File: config.mk
export PLATFORM = sky130hd
export DESIGN_NAME = ipv6_text_address_validator_top
export DESIGN_NICKNAME = d
export VERILOG_FILES = /design/src/design/ipv6v_pkg.sv /design/src/design/ipv6v_classify.sv /design/src/design/ipv6v_queue.sv /design/src/design/ipv6v_parse.sv /design/src/design/ipv6_text_address_validator_top.sv
export SDC_FILE = /design/constraint.sdc
export NUM_CORES = 1
export LEC_CHECK = 0
export BUFFER_PORTS_ARGS = -buffer_cell sky130_fd_sc_hd__buf_2
export CAP_MARGIN = 20
export CORE_ASPECT_RATIO = 0.6
export CORE_MARGIN = 3
export CORE_UTILIZATION = 65
export DETAILED_ROUTE_END_ITERATION = 12
export PLACE_DENSITY = 0.85
export SLEW_MARGIN = 20
export SYNTH_ARGS = -nofsm -noshare
export SYNTH_HDL_FRONTEND = slang
export SYNTH_SLANG_ARGS = --single-unit
File: constraint.sdc
create_clock -name clock -period 10.4 [get_ports clock]
set_input_delay 0 -clock clock [delete_from_list [all_inputs] [get_ports clock]]
set_output_delay 0 -clock clock [all_outputs]
set_load 0.05 [all_outputs]
File: src/design/ipv6v_pkg.sv
`timescale 1ns / 1ps
`default_nettype none
// ----------------------------------------------------------------------------
// ipv6v_pkg
// Shared types and constants of the IPv6 address text checker: the token that
// the character classifier hands to the parser, and the limits of the syntax.
// ----------------------------------------------------------------------------
package ipv6v_pkg;

   // token queue
   localparam int QUEUE_DEPTH = 2;

   // syntax limits
   localparam logic [2:0] MAX_GROUP_DIGITS = 3'd4;
   localparam logic [3:0] MAX_GROUPS_DC    = 4'd7;
   localparam logic [3:0] FULL_GROUPS      = 4'd8;
   localparam logic [3:0] GROUPS_SAT       = 4'd15;
   localparam logic [8:0] OCTET_MAX        = 9'd255;
   localparam logic [8:0] OCTET_SAT        = 9'd256;
   localparam logic [2:0] TAIL_DOTS        = 3'd3;

   // ascii codes
   localparam logic [7:0] CHAR_DIGIT_LO = 8'h30;
   localparam logic [7:0] CHAR_DIGIT_HI = 8'h39;
   localparam logic [7:0] CHAR_UPPER_LO = 8'h41;
   localparam logic [7:0] CHAR_UPPER_HI = 8'h46;
   localparam logic [7:0] CHAR_LOWER_LO = 8'h61;
   localparam logic [7:0] CHAR_LOWER_HI = 8'h66;
   localparam logic [7:0] CHAR_COLON    = 8'h3A;
   localparam logic [7:0] CHAR_DOT      = 8'h2E;

   // classified character
   typedef struct packed {
      logic       is_end;
      logic       is_dec;
      logic       is_hex;
      logic       is_colon;
      logic       is_dot;
      logic [3:0] digit;
   } token_type;

endpackage : ipv6v_pkg
`default_nettype wire

File: src/design/ipv6v_classify.sv
`timescale 1ns / 1ps
`default_nettype none
// ----------------------------------------------------------------------------
// ipv6v_classify
// Front end: sorts one incoming character (or the end marker) into the
// classes the parser works on and extracts the decimal digit value.
// ----------------------------------------------------------------------------
module ipv6v_classify
   import ipv6v_pkg::*;
(
   input  wire logic [7:0] ch,
   input  wire logic       end_marker,
   output token_type       token
);

   logic is_dec;
   logic is_letter;

   assign is_dec    = (ch >= CHAR_DIGIT_LO) && (ch <= CHAR_DIGIT_HI);
   assign is_letter = ((ch >= CHAR_UPPER_LO) && (ch <= CHAR_UPPER_HI)) ||
                      ((ch >= CHAR_LOWER_LO) && (ch <= CHAR_LOWER_HI));

   always_comb begin
      token.is_end   = end_marker;
      token.is_dec   = is_dec;
      token.is_hex   = is_dec || is_letter;
      token.is_colon = (ch == CHAR_COLON);
      token.is_dot   = (ch == CHAR_DOT);
      token.digit    = ch[3:0];
   end

endmodule : ipv6v_classify
`default_nettype wire

File: src/design/ipv6v_queue.sv
`timescale 1ns / 1ps
`default_nettype none
// ----------------------------------------------------------------------------
// ipv6v_queue
// Small token queue between classifier and parser; push and pop may happen
// in the same cycle.
// ----------------------------------------------------------------------------
module ipv6v_queue
   import ipv6v_pkg::*;
#(
   parameter int Depth = QUEUE_DEPTH
) (
   input  wire logic      clock,
   input  wire logic      reset,
   input  wire logic      in_valid,
   output logic           in_ready,
   input  wire token_type in_token,
   output logic           out_valid,
   input  wire logic      out_ready,
   output token_type      out_token
);

   localparam int PtrW = $clog2(Depth);
   localparam int CntW = $clog2(Depth + 1);

   token_type         mem_ff [Depth];
   logic [PtrW-1:0]   wr_ptr_ff, wr_ptr_in;
   logic [PtrW-1:0]   rd_ptr_ff, rd_ptr_in;
   logic [CntW-1:0]   count_ff, count_in;
   logic              push, pop;

   assign in_ready  = (count_ff != CntW'(Depth));
   assign out_valid = (count_ff != '0);
   assign out_token = mem_ff[rd_ptr_ff];
   assign push      = in_valid && in_ready;
   assign pop       = out_valid && out_ready;

   always_comb begin
      wr_ptr_in = wr_ptr_ff;
      rd_ptr_in = rd_ptr_ff;
      count_in  = count_ff;
      if (push) begin
         wr_ptr_in = (wr_ptr_ff == PtrW'(Depth - 1)) ? '0 : wr_ptr_ff + 1'b1;
      end
      if (pop) begin
         rd_ptr_in = (rd_ptr_ff == PtrW'(Depth - 1)) ? '0 : rd_ptr_ff + 1'b1;
      end
      if (push && !pop) begin
         count_in = count_ff + 1'b1;
      end else if (pop && !push) begin
         count_in = count_ff - 1'b1;
      end
   end

   always_ff @(posedge clock) begin
      if (reset) begin
         wr_ptr_ff <= '0;
         rd_ptr_ff <= '0;
         count_ff  <= '0;
      end else begin
         wr_ptr_ff <= wr_ptr_in;
         rd_ptr_ff <= rd_ptr_in;
         count_ff  <= count_in;
      end
   end

   always_ff @(posedge clock) begin
      if (push) begin
         mem_ff[wr_ptr_ff] <= in_token;
      end
   end

endmodule : ipv6v_queue
`default_nettype wire

File: src/design/ipv6v_parse.sv
`timescale 1ns / 1ps
`default_nettype none
// ----------------------------------------------------------------------------
// ipv6v_parse
// Back end: walks the address syntax one token per cycle unless an end marker
// waits on rsp_ready; it then loads the verdict register and clears state.
// ----------------------------------------------------------------------------
module ipv6v_parse
   import ipv6v_pkg::*;
(
   input  wire logic      clock,
   input  wire logic      reset,
   input  wire logic      tok_valid,
   output logic           tok_ready,
   input  wire token_type tok,
   output logic           rsp_valid,
   input  wire logic      rsp_ready,
   output logic           rsp_valid_res,
   output logic [3:0]     rsp_group_count
);

   typedef enum logic [2:0] {
      PH_START,
      PH_LEAD_COLON,
      PH_AFTER_DOUBLE,
      PH_HEX_GROUP,
      PH_DEC_GROUP,
      PH_AFTER_COLON
   } phase_type;

   phase_type  phase_ff, phase_in;
   logic [3:0] groups_ff, groups_in;
   logic [2:0] digits_ff, digits_in;
   logic       dc_seen_ff, dc_seen_in;
   logic       in_tail_ff, in_tail_in;
   logic [8:0] octet_ff, octet_in;
   logic       has_digit_ff, has_digit_in;
   logic [2:0] dots_ff, dots_in;
   logic       failed_ff, failed_in;
   logic       rsp_valid_ff, rsp_valid_in;
   logic       rsp_valid_res_ff, rsp_valid_res_in;
   logic [3:0] rsp_group_count_ff, rsp_group_count_in;

   logic       pop;
   logic       form_ok;
   logic       ok;
   logic [3:0] groups_fin;
   logic [3:0] groups_clip;

   function automatic logic [8:0] octet_push(logic [8:0] v, logic [3:0] d);
      logic [11:0] n;
      n = ({3'b000, v} << 3) + ({3'b000, v} << 1) + {8'h00, d};
      return (n > {3'b000, OCTET_MAX}) ? OCTET_SAT : n[8:0];
   endfunction

   function automatic logic [3:0] group_inc(logic [3:0] g);
      return (g == GROUPS_SAT) ? g : g + 4'd1;
   endfunction

   // a pending result only blocks the end marker
   assign tok_ready = !tok.is_end || !rsp_valid_ff || rsp_ready;
   assign pop       = tok_valid && tok_ready;

   // verdict on the current state
   always_comb begin
      groups_fin = groups_ff;
      form_ok    = 1'b0;
      if (in_tail_ff) begin
         form_ok    = (dots_ff == TAIL_DOTS) && has_digit_ff && (octet_ff <= OCTET_MAX);
         groups_fin = group_inc(group_inc(groups_ff));
      end else if (phase_ff == PH_HEX_GROUP || phase_ff == PH_DEC_GROUP) begin
         form_ok    = 1'b1;
         groups_fin = group_inc(groups_ff);
      end else begin
         form_ok    = (phase_ff == PH_AFTER_DOUBLE);
      end
      ok = !failed_ff && form_ok &&
           (dc_seen_ff ? (groups_fin <= MAX_GROUPS_DC) : (groups_fin == FULL_GROUPS));
      groups_clip = (groups_fin > FULL_GROUPS) ? FULL_GROUPS : groups_fin;
   end

   always_comb begin
      phase_in           = phase_ff;
      groups_in          = groups_ff;
      digits_in          = digits_ff;
      dc_seen_in         = dc_seen_ff;
      in_tail_in         = in_tail_ff;
      octet_in           = octet_ff;
      has_digit_in       = has_digit_ff;
      dots_in            = dots_ff;
      failed_in          = failed_ff;
      rsp_valid_in       = rsp_valid_ff && !rsp_ready;
      rsp_valid_res_in   = rsp_valid_res_ff;
      rsp_group_count_in = rsp_group_count_ff;

      if (pop && tok.is_end) begin
         rsp_valid_in       = 1'b1;
         rsp_valid_res_in   = ok;
         rsp_group_count_in = ok ? groups_clip : 4'd0;
         phase_in           = PH_START;
         groups_in          = '0;
         digits_in          = '0;
         dc_seen_in         = 1'b0;
         in_tail_in         = 1'b0;
         octet_in           = '0;
         has_digit_in       = 1'b0;
         dots_in            = '0;
         failed_in          = 1'b0;
      end else if (pop && !failed_ff) begin
         if (in_tail_ff) begin
            if (tok.is_dec) begin
               octet_in     = octet_push(octet_ff, tok.digit);
               has_digit_in = 1'b1;
            end else if (tok.is_dot && has_digit_ff && (octet_ff <= OCTET_MAX) &&
                         (dots_ff < TAIL_DOTS)) begin
               dots_in      = dots_ff + 3'd1;
               octet_in     = '0;
               has_digit_in = 1'b0;
            end else begin
               failed_in = 1'b1;
            end
         end else begin
            unique case (phase_ff)
               PH_START, PH_AFTER_DOUBLE, PH_AFTER_COLON: begin
                  if (tok.is_colon && phase_ff != PH_AFTER_DOUBLE) begin
                     if (phase_ff == PH_START) begin
                        phase_in = PH_LEAD_COLON;
                     end else if (dc_seen_ff) begin
                        failed_in = 1'b1;
                     end else begin
                        dc_seen_in = 1'b1;
                        phase_in   = PH_AFTER_DOUBLE;
                     end
                  end else if (tok.is_hex) begin
                     digits_in = 3'd1;
                     if (tok.is_dec) begin
                        octet_in = {5'b00000, tok.digit};
                        phase_in = PH_DEC_GROUP;
                     end else begin
                        octet_in = '0;
                        phase_in = PH_HEX_GROUP;
                     end
                  end else begin
                     failed_in = 1'b1;
                  end
               end
               PH_LEAD_COLON: begin
                  if (tok.is_colon && !dc_seen_ff) begin
                     dc_seen_in = 1'b1;
                     phase_in   = PH_AFTER_DOUBLE;
                  end else begin
                     failed_in = 1'b1;
                  end
               end
               PH_HEX_GROUP, PH_DEC_GROUP: begin
                  if (tok.is_colon) begin
                     groups_in = group_inc(groups_ff);
                     digits_in = '0;
                     phase_in  = PH_AFTER_COLON;
                  end else if (tok.is_dot && phase_ff == PH_DEC_GROUP) begin
                     if (octet_ff > OCTET_MAX) begin
                        failed_in = 1'b1;
                     end else begin
                        in_tail_in   = 1'b1;
                        dots_in      = 3'd1;
                        octet_in     = '0;
                        has_digit_in = 1'b0;
                     end
                  end else if (tok.is_hex) begin
                     if (digits_ff >= MAX_GROUP_DIGITS) begin
                        failed_in = 1'b1;
                     end else begin
                        digits_in = digits_ff + 3'd1;
                        if (phase_ff == PH_DEC_GROUP && tok.is_dec) begin
                           octet_in = octet_push(octet_ff, tok.digit);
                        end else begin
                           phase_in = PH_HEX_GROUP;
                        end
                     end
                  end else begin
                     failed_in = 1'b1;
                  end
               end
               default: begin
                  failed_in = 1'b1;
               end
            endcase
         end
      end
   end

   always_ff @(posedge clock) begin
      if (reset) begin
         phase_ff     <= PH_START;
         groups_ff    <= '0;
         digits_ff    <= '0;
         dc_seen_ff   <= 1'b0;
         in_tail_ff   <= 1'b0;
         octet_ff     <= '0;
         has_digit_ff <= 1'b0;
         dots_ff      <= '0;
         failed_ff    <= 1'b0;
         rsp_valid_ff <= 1'b0;
      end else begin
         phase_ff     <= phase_in;
         groups_ff    <= groups_in;
         digits_ff    <= digits_in;
         dc_seen_ff   <= dc_seen_in;
         in_tail_ff   <= in_tail_in;
         octet_ff     <= octet_in;
         has_digit_ff <= has_digit_in;
         dots_ff      <= dots_in;
         failed_ff    <= failed_in;
         rsp_valid_ff <= rsp_valid_in;
      end
      rsp_valid_res_ff   <= rsp_valid_res_in;
      rsp_group_count_ff <= rsp_group_count_in;
   end

   assign rsp_valid       = rsp_valid_ff;
   assign rsp_valid_res   = rsp_valid_res_ff;
   assign rsp_group_count = rsp_group_count_ff;

   // state cleared after every verdict
   a_clear_after_end: assert property (@(posedge clock) disable iff (reset)
      (pop && tok.is_end) |=> (groups_ff == '0 && !failed_ff && !dc_seen_ff && !in_tail_ff))
      else $error("parser state not cleared after end marker");

   // a rejected address reports no groups
   a_invalid_no_groups: assert property (@(posedge clock) disable iff (reset)
      (rsp_valid_ff && !rsp_valid_res_ff) |-> (rsp_group_count_ff == 4'd0))
      else $error("group count on rejected address");

   // dotted tail bookkeeping only inside the tail
   a_dots_in_tail: assert property (@(posedge clock) disable iff (reset)
      (dots_ff != '0) |-> in_tail_ff)
      else $error("dots counted outside ipv4 tail");

   a_group_digits: assert property (@(posedge clock) disable iff (reset)
      digits_ff <= MAX_GROUP_DIGITS)
      else $error("group digit count overflow");

   // end marker never overwrites a result not yet transferred
   a_no_overwrite: assert property (@(posedge clock) disable iff (reset)
      (rsp_valid_ff && !rsp_ready) |=> $stable(rsp_valid_res_ff) && rsp_valid_ff)
      else $error("pending result overwritten");

endmodule : ipv6v_parse
`default_nettype wire

File: src/design/ipv6_text_address_validator_top.sv
`timescale 1ns / 1ps
`default_nettype none
// ----------------------------------------------------------------------------
// ipv6_text_address_validator_top
// Checks the text of an IPv6 address fed one character per transfer and
// gives a verdict and group count for each end marker.
//
//   channel  direction  handshake            payload
//   req      in         req_valid/req_ready  req_ch[7:0], req_end_marker
//   rsp      out        rsp_valid/rsp_ready  rsp_valid_res, rsp_group_count[3:0]
//
// one character per cycle sustained while no end marker waits on rsp_ready;
// the end marker is queued, then the parser loads its verdict into the result register
// req_ready falls only when the token queue is full
// the parser holds an end marker only while a verdict waits on rsp_ready
// synchronous reset clears all parse state at once, no clearing pass
// ----------------------------------------------------------------------------
module ipv6_text_address_validator_top
   import ipv6v_pkg::*;
#(
   parameter int QueueDepth = QUEUE_DEPTH
) (
   input  wire logic       clock,
   input  wire logic       reset,
   input  wire logic       req_valid,
   output logic            req_ready,
   input  wire logic [7:0] req_ch,
   input  wire logic       req_end_marker,
   output logic            rsp_valid,
   input  wire logic       rsp_ready,
   output logic            rsp_valid_res,
   output logic [3:0]      rsp_group_count
);

   token_type in_token;
   token_type q_token;
   logic      q_valid;
   logic      q_ready;

   ipv6v_classify u_classify (
      .ch         (req_ch),
      .end_marker (req_end_marker),
      .token      (in_token)
   );

   ipv6v_queue #(
      .Depth (QueueDepth)
   ) u_queue (
      .clock     (clock),
      .reset     (reset),
      .in_valid  (req_valid),
      .in_ready  (req_ready),
      .in_token  (in_token),
      .out_valid (q_valid),
      .out_ready (q_ready),
      .out_token (q_token)
   );

   ipv6v_parse u_parse (
      .clock           (clock),
      .reset           (reset),
      .tok_valid       (q_valid),
      .tok_ready       (q_ready),
      .tok             (q_token),
      .rsp_valid       (rsp_valid),
      .rsp_ready       (rsp_ready),
      .rsp_valid_res   (rsp_valid_res),
      .rsp_group_count (rsp_group_count)
   );

endmodule : ipv6_text_address_validator_top
`default_nettype wire

==> results of run 1 <==
cells by family after synthesis:
group / after synthesis / synth area share (%)
fa+ha+maj: 27 / 8.93
xor+xnor: 11 / 2.44
simple gates: 141 / 19.4
flops: 55 / 33.7
compound gates: 134 / 24.4
buf+inv: 43 / 4.72
mux: 22 / 6.49
synthesized netlist by cell type (5+ instances only):
cell type,instances
mux2_2,10
clkbuf_1,14
nand4_1,5
a31oi_1,5
ha_1,25
buf_2,8
a211o_1,5
and3b_1,5
nor3_1,13
o31ai_1,6
nand2b_1,8
nand2_1,21
xnor2_1,6
a211oi_1,6
a21oi_1,40
mux2i_1,8
edfxtp_1,23
nor2_1,38
nand3_1,18
o21ai_0,19
inv_1,18
dfxtp_1,32
xor2_1,5
layout make-up:
type / count / area, sq um / share of cell area (%)
multi-input cells: 335 / 2440 / 58.4
flip-flops and latches: 55 / 1330 / 31.8
repair buffers: 25 / 155 / 3.71
well taps: 80 / 100 / 2.39
clock buffers: 6 / 72.6 / 1.74
inverters: 19 / 71.3 / 1.71
clock inverters: 2 / 8.76 / 0.209
tightest hold or removal path, delay by kind of cell:
kind	cells	cell delay [ns]
compound gates	1	0.07
simple gates	1	0.12
buf+inv	1	0.08
path summary, 6_finish.rpt:
| check | startpoint | to | slack (ns) | cells after the start |
|---|---|---|---|---|
| setup / recovery | flop | u_parse.octet_ff[7] | 6.27 | 10 |
| hold reg to reg | u_parse.dots_ff[1] | u_parse.dots_ff[1] | 0.49 | 2 |
| hold / removal | rsp_ready | u_parse.rsp_valid | 0.009 | 3 |
| setup reg to reg | flop | u_parse.octet_ff[7] | 6.27 | 10 |
registers in the layout (all words and copies together) (netlist names), named ones only:
| signal | flops |
|---|---|
| u_parse.failed_ff | 1 |
| u_queue.count_ff | 2 |
| u_parse.dots_ff | 3 |
| u_parse.has_digit_ff | 1 |
| u_parse.in_tail_ff | 1 |
| u_queue.mem_ff | 18 |
| u_parse.rsp_group_count | 4 |
| u_parse.rsp_valid_res | 1 |
| u_queue.wr_ptr_ff | 1 |
| u_parse.octet_ff | 9 |
| u_parse.digits_ff | 3 |
| u_parse.groups_ff | 4 |
| u_parse.phase_ff | 3 |
| u_queue.rd_ptr_ff | 1 |
| u_parse.rsp_valid | 1 |
| u_parse.dc_seen_ff | 1 |
layer usage:
metal / vias to the layer above / track usage [%] / wire length [microns] / share of wire [%]
met5: - / 0 / 0 / 0
met4: 0 / 5.42 / 110 / 1.1
met3: 21 / 9.95 / 1120 / 11
met2: 199 / 40.3 / 3860 / 40
met1: 1651 / 42.0 / 4680 / 48
li1: 1648 / - / - / -
repair_timing:
item,in CTS,in global routing
gates resized for setup,0,0
buffers inserted,0,0
endpoints found under the hold margin,16,0
hold buffers,6,0
setup endpoints to repair,0,0
stage by stage:
stage | util [%] | hold slack [ns] | worst slack, ns
2_1_floorplan | - | 0.0989 | 6.73
3_3_place_gp | 70.4 | 0.187 | 6.41
3_5_place_dp | 70.4 | 0.191 | 6.29
4_1_cts | 72.9 | 0.0102 | 6.26
5_1_grt | 73.0 | 0.0491 | 6.03
6_report | 73.0 | 0.00889 | 6.27
power by group through the flow:
stage | Clock (W) | Combinational [W] | Sequential (W)
final | 0.000116 | 0.000463 | 0.000327
after global routing | 0.000123 | 0.000504 | 0.000333
after CTS | 0.000116 | 0.000449 | 0.000325
after detailed placement | 0 | 0.000444 | 0.000330
after global placement | 0 | 0.000431 | 0.000327
after floorplan | 0 | 0.000369 | 0.000310
==> qor.txt, run 1 <==
Clk_skew: 0.00837 ns
Non-filler instance count after layout: 522
Diode count: 0
Antenna violations before repair: 0
Largest net degree at the start of global routing: 27
Die H: 66.4 microns
Gr ovfl total: 0
Initial DRC count: 524
Die area: 7080 sq um
Clock share of power: 12.8%
Worst-path fanout max: 18
Final WL: 9770 microns
# IOs: 20
Share of layout cells above drive strength 1: 13.3%
Worst-path clk slew: 0.10 ns
Drt pass-1 iters: 5
Worst VDD drop: 0.000177 V
Cell Area, Synth: 3950 sq um
Routed wire per std cell: 18.7 microns
Die width: 107 microns
#FFs+latches synth: 55
Placed Cells: 508
Share of the synthesized area in the top cell type: 17.5%
Peak Freq: 242 MHz
CP delay by family, top: compound AO/OA/AOI/OAI gates
Sw power: 0.000416 W
Commonest cells after routing, fill and taps aside: a21oi_1 (40), nor2_1 (37), dfxtp_1 (32), ha_1 (25), edfxtp_1 (23)
Remaining DRCs: 0
Slew @ Worst Pin: 0.874 ns
CTS tree: yes
Total CTS buffers: 5
CP peak stage delay: 0.88 ns
Cells along the critical path: mux2i_1 -> fa_1 -> inv_1 -> fa_1 -> a211o_1 -> and3b_1 -> or3_4 -> a221oi_4 -> nand3_4 -> o41ai_2
Commonest non-fill, non-tap cell in the layout: a21oi_1
Starting Density: 69.0%
Final Max Slew Viols: 0
Row count: 21
Sequential fraction of the synthesis area: 33.7%
Crit share post-route: 39.8%
Mapped Cells: 433
Leak pwr: 1.63 nW
Ys Warns: 0
Syn Nets: 473
CP Buf/Inv Count: 1
Clk root buf: clkbuf_8
CP Class: reg -> reg
Synth top area cells: edfxtp_1 (17%), dfxtp_1 (16%), ha_1 (7.9%), a21oi_1 (5.1%), nor2_1 (3.6%)
Hold Vio Cnt, Final: 0
Vias in the first global route: 3,206
Power Density: 217 nW/um^2
CTS HTree Levels: 2
RSZ-0062 raised after global routing: false
Buffers on Ports: 19
Ys async rst share: 0%
Sw Share: 45.9%
Layout Nets: 481
Core ar.: 5730 sq um
Setup TNS: 0 ns
Final Total Pwr: 0.000906 W
Fill cell count: 436
Crit path launch type: flop
CP endpoint kind: flop
Worst-Skew Late Latency: 0.31 ns
Syn Area/Cell: 9.13 sq um
Synth area leader: edfxtp_1
Slew HR: 41.6%
First-pass GRT wire length: 16,000 microns
Synth unique cells: 75
Final Wtd Congestion: 0.992
Hold Crit Class: in -> reg
Main synth FF type: dfxtp_1
Post-synth EDFFs: 23
Final HPWL DP: 7230 microns
Proportion of power drawn by flip-flops and latches: 36.1%
Synth-to-Final Area Change: 5.79%
Status: completed
Critical Path RT: 10.63 ns
Via count: 3,519
Max-cap violations: 0
Design area: 4180 sq um
ANT nets after route: 0
Vias per std cell: 6.74
Tmin final: 4.13 ns
Clk sinks: 55
CP arrival: 4.36 ns
Placed cell area: 4030 sq um
Setup violations, final: 0
GRT Util Overall: 28.5%
Comb pwr share: 51.1%
Internal power: 0.000491 W
CP most frequent cell: fa_1
Slowest CP cell: dfxtp_1
Maximum clock path buffer count: 2
No activity file was read; power rests on OpenSTA's default activity.
==> run 2, diff against run 1 <==
- CORE_UTILIZATION: 65 -> 62
- PLACE_DENSITY: 0.85 -> 0.82
- clock period: 10.4 -> 4.19 ns (I/O delays scaled with it)
==> qor.txt, run 2 (synthesis results as in run 1) <==
Non-filler instance count after layout: 524 (+0.38%)
Max reg flops: 18 (unchanged)
Die H: 67.8 microns (+2.2%)
Status: completed
Commonest cells after routing, fill and taps aside: a21oi_1 (40), nor2_1 (37), dfxtp_1 (32), ha_1 (25), edfxtp_1 (23)
Final Wtd Congestion: 0.913 (-7.9%)
Layout Nets: 483 (+0.42%)
Vias in the first global route: 3,189 (-0.53%)
Top flop regs: u_queue.mem_ff x18, u_parse.octet_ff x9
Slew HR: 39.7% (-1.9 points)
Worst Hold Launch: rsp_ready
Max-cap violations: 0 (unchanged)
Peak Freq: 270 MHz (+12%)
Placed Cells: 510 (+0.39%)
Power Density: 537 nW/um^2 (+150%)
Clk sinks: 55 (unchanged)
Worst VDD drop: 0.000413 V (+130%)
Final HPWL DP: 6920 microns (-4.3%)
Largest net degree at the start of global routing: 27 (unchanged)
Final worst setup slack: 0.482 ns (-5.78 ns)
FF-to-FF setup slack: 0.48 ns (-5.78 ns)
Setup violations, final: 0 (unchanged)
Crit share post-route: 88.5% (+49 points)
CTS HTree Levels: 2 (unchanged)
Core ar.: 5860 sq um (+2.3%)
CP Buf/Inv Count: 0 (-1)
Share of layout cells above drive strength 1: 14.0% (+0.62 points)
Row count: 21 (unchanged)
Fill cell count: 453 (+3.9%)
CP most frequent cell: ha_1
CP Class: reg -> reg
CP peak stage delay: 0.44 ns (-0.44 ns)
Slowest CP cell: fa_1
Remaining DRCs: 0 (unchanged)
Synth-to-Final Area Change: 6.43%
Slew @ Worst Pin: 0.903 ns (+0.0290 ns)
Clk_skew: 0.0113 ns (+0.00297 ns)
Hold Crit Class: in -> reg
CP endpoint kind: flop
Commonest non-fill, non-tap cell in the layout: a21oi_1
Routed wire per std cell: 17.9 microns (-4.4%)
Post-Place Setup Slack: 0.533 ns (-5.75 ns)
Worst-Skew Late Latency: 0.33 ns (+0.02 ns)
Hold Vio Cnt, Final: 0 (unchanged)
Critical Path RT: 4.42 ns (-6.21 ns)
Reg2Reg Capture Point: u_parse.octet_ff[7]
Drt pass-1 iters: 5 (unchanged)
Tmin final: 3.71 ns (-0.427 ns)
CTS tree: yes
# IOs: 20 (unchanged)
Final WL: 9370 microns (-4.0%)
Gr ovfl total: 0 (unchanged)
Final Max Slew Viols: 0 (unchanged)
Vias per std cell: 6.61 (-2.0%)
WHS Endpoint: u_parse.rsp_valid
Diode count: 0 (unchanged)
Total CTS buffers: 5 (unchanged)
CP delay by family, top: compound AO/OA/AOI/OAI gates
Crit path launch type: flop
Worst-path clk slew: 0.11 ns (about the same)
Biggest register: u_queue.mem_ff
Starting Density: 67.5% (-1.5 points)
Setup bufs post-CTS: 0 (unchanged)
Clk root buf: clkbuf_8
First-pass GRT wire length: 15,800 microns (-1.3%)
Die area: 7400 sq um (+4.5%)
Initial DRC count: 441 (-16%)
Via count: 3,463 (-1.6%)
Setup TNS: 0 ns (unchanged)
RSZ-0062 raised after global routing: false
GRT Util Overall: 27.6% (-0.95 points)
Maximum clock path buffer count: 2 (unchanged)
Post_cts resized: 0 (unchanged)
Worst-path fanout max: 5 (-13)
Worst reg2reg path depth: 10 (unchanged)
CP arrival: 3.94 ns (-0.42 ns)
ANT nets after route: 0 (unchanged)
Leak pwr: 1.64 nW (+0.85%)
Buffers on Ports: 19 (unchanged)
Cells along the critical path: mux2_2 -> ha_1 -> ha_1 -> fa_1 -> a211o_1 -> and3b_1 -> or3_4 -> a221oi_4 -> nand3_4 -> o41ai_2
Antenna violations before repair: 0 (unchanged)
Hold depth: 3 (unchanged)
Hold Buf Count CTS: 6 (unchanged)
Die width: 109 microns (+2.3%)
-- run 2: worst max path at each step --
stage	startpoint	to	slack [ns]	cells after the start
after floorplan	flop	u_parse.octet_ff[4]	0.52	12
after global placement	flop	u_parse.octet_ff[7]	0.66	10
after detailed placement	flop	u_parse.octet_ff[7]	0.53	10
after CTS	flop	u_parse.octet_ff[7]	0.49	10
after global routing	flop	u_parse.octet_ff[7]	0.29	10
final	flop	u_parse.octet_ff[7]	0.48	10
-- run 2: worst min-delay path, cell delays in order --
cell and delay (ns):
buf_2 0.08, nand2b_1 0.12, a21oi_1 0.07
-- run 2: cell type report --
class / instances / area, sq um / area share (%)
multi-input combinational: 335 / 2440 / 57.9
sequential: 55 / 1330 / 31.6
timing repair buffer: 27 / 170 / 4.05
tap: 80 / 100 / 2.38
inverter: 19 / 71.3 / 1.70
clock buffer: 5 / 68.8 / 1.64
clock inverter: 3 / 27.5 / 0.654
-- run 2: per-stage QoR --
step	instance area, sq um	hold WS (ns)	power (W)	util (%)
2_1_floorplan	3950	0.0989	0.00168	-
3_3_place_gp	4050	0.188	0.00188	69.1
3_5_place_dp	4050	0.192	0.00191	69.1
4_1_cts	4200	0.00801	0.00223	71.7
5_1_grt	4210	0.0145	0.00241	71.8
6_report	4210	0.00272	0.00226	71.8
-- run 2: per-layer routing --
layer / GRT usage (%) / share of wire [%] / vias up
met4: 8.50 / 1.2 / 0
met5: 0 / 0 / -
met1: 40.6 / 47 / 1615
li1: - / - / 1651
met3: 7.92 / 11 / 14
met2: 39.0 / 41 / 183
-- run 2: power by group --
part / internal (W) / leakage, nW / switching, W / total [W]
Clock: 0.000124 / 0.0467 / 0.000190 / 0.000314
Combinational: 0.000445 / 1.12 / 0.000718 / 0.00116
Sequential: 0.000661 / 0.478 / 0.000121 / 0.000782
Total: 0.00123 / 1.64 / 0.00103 / 0.00226
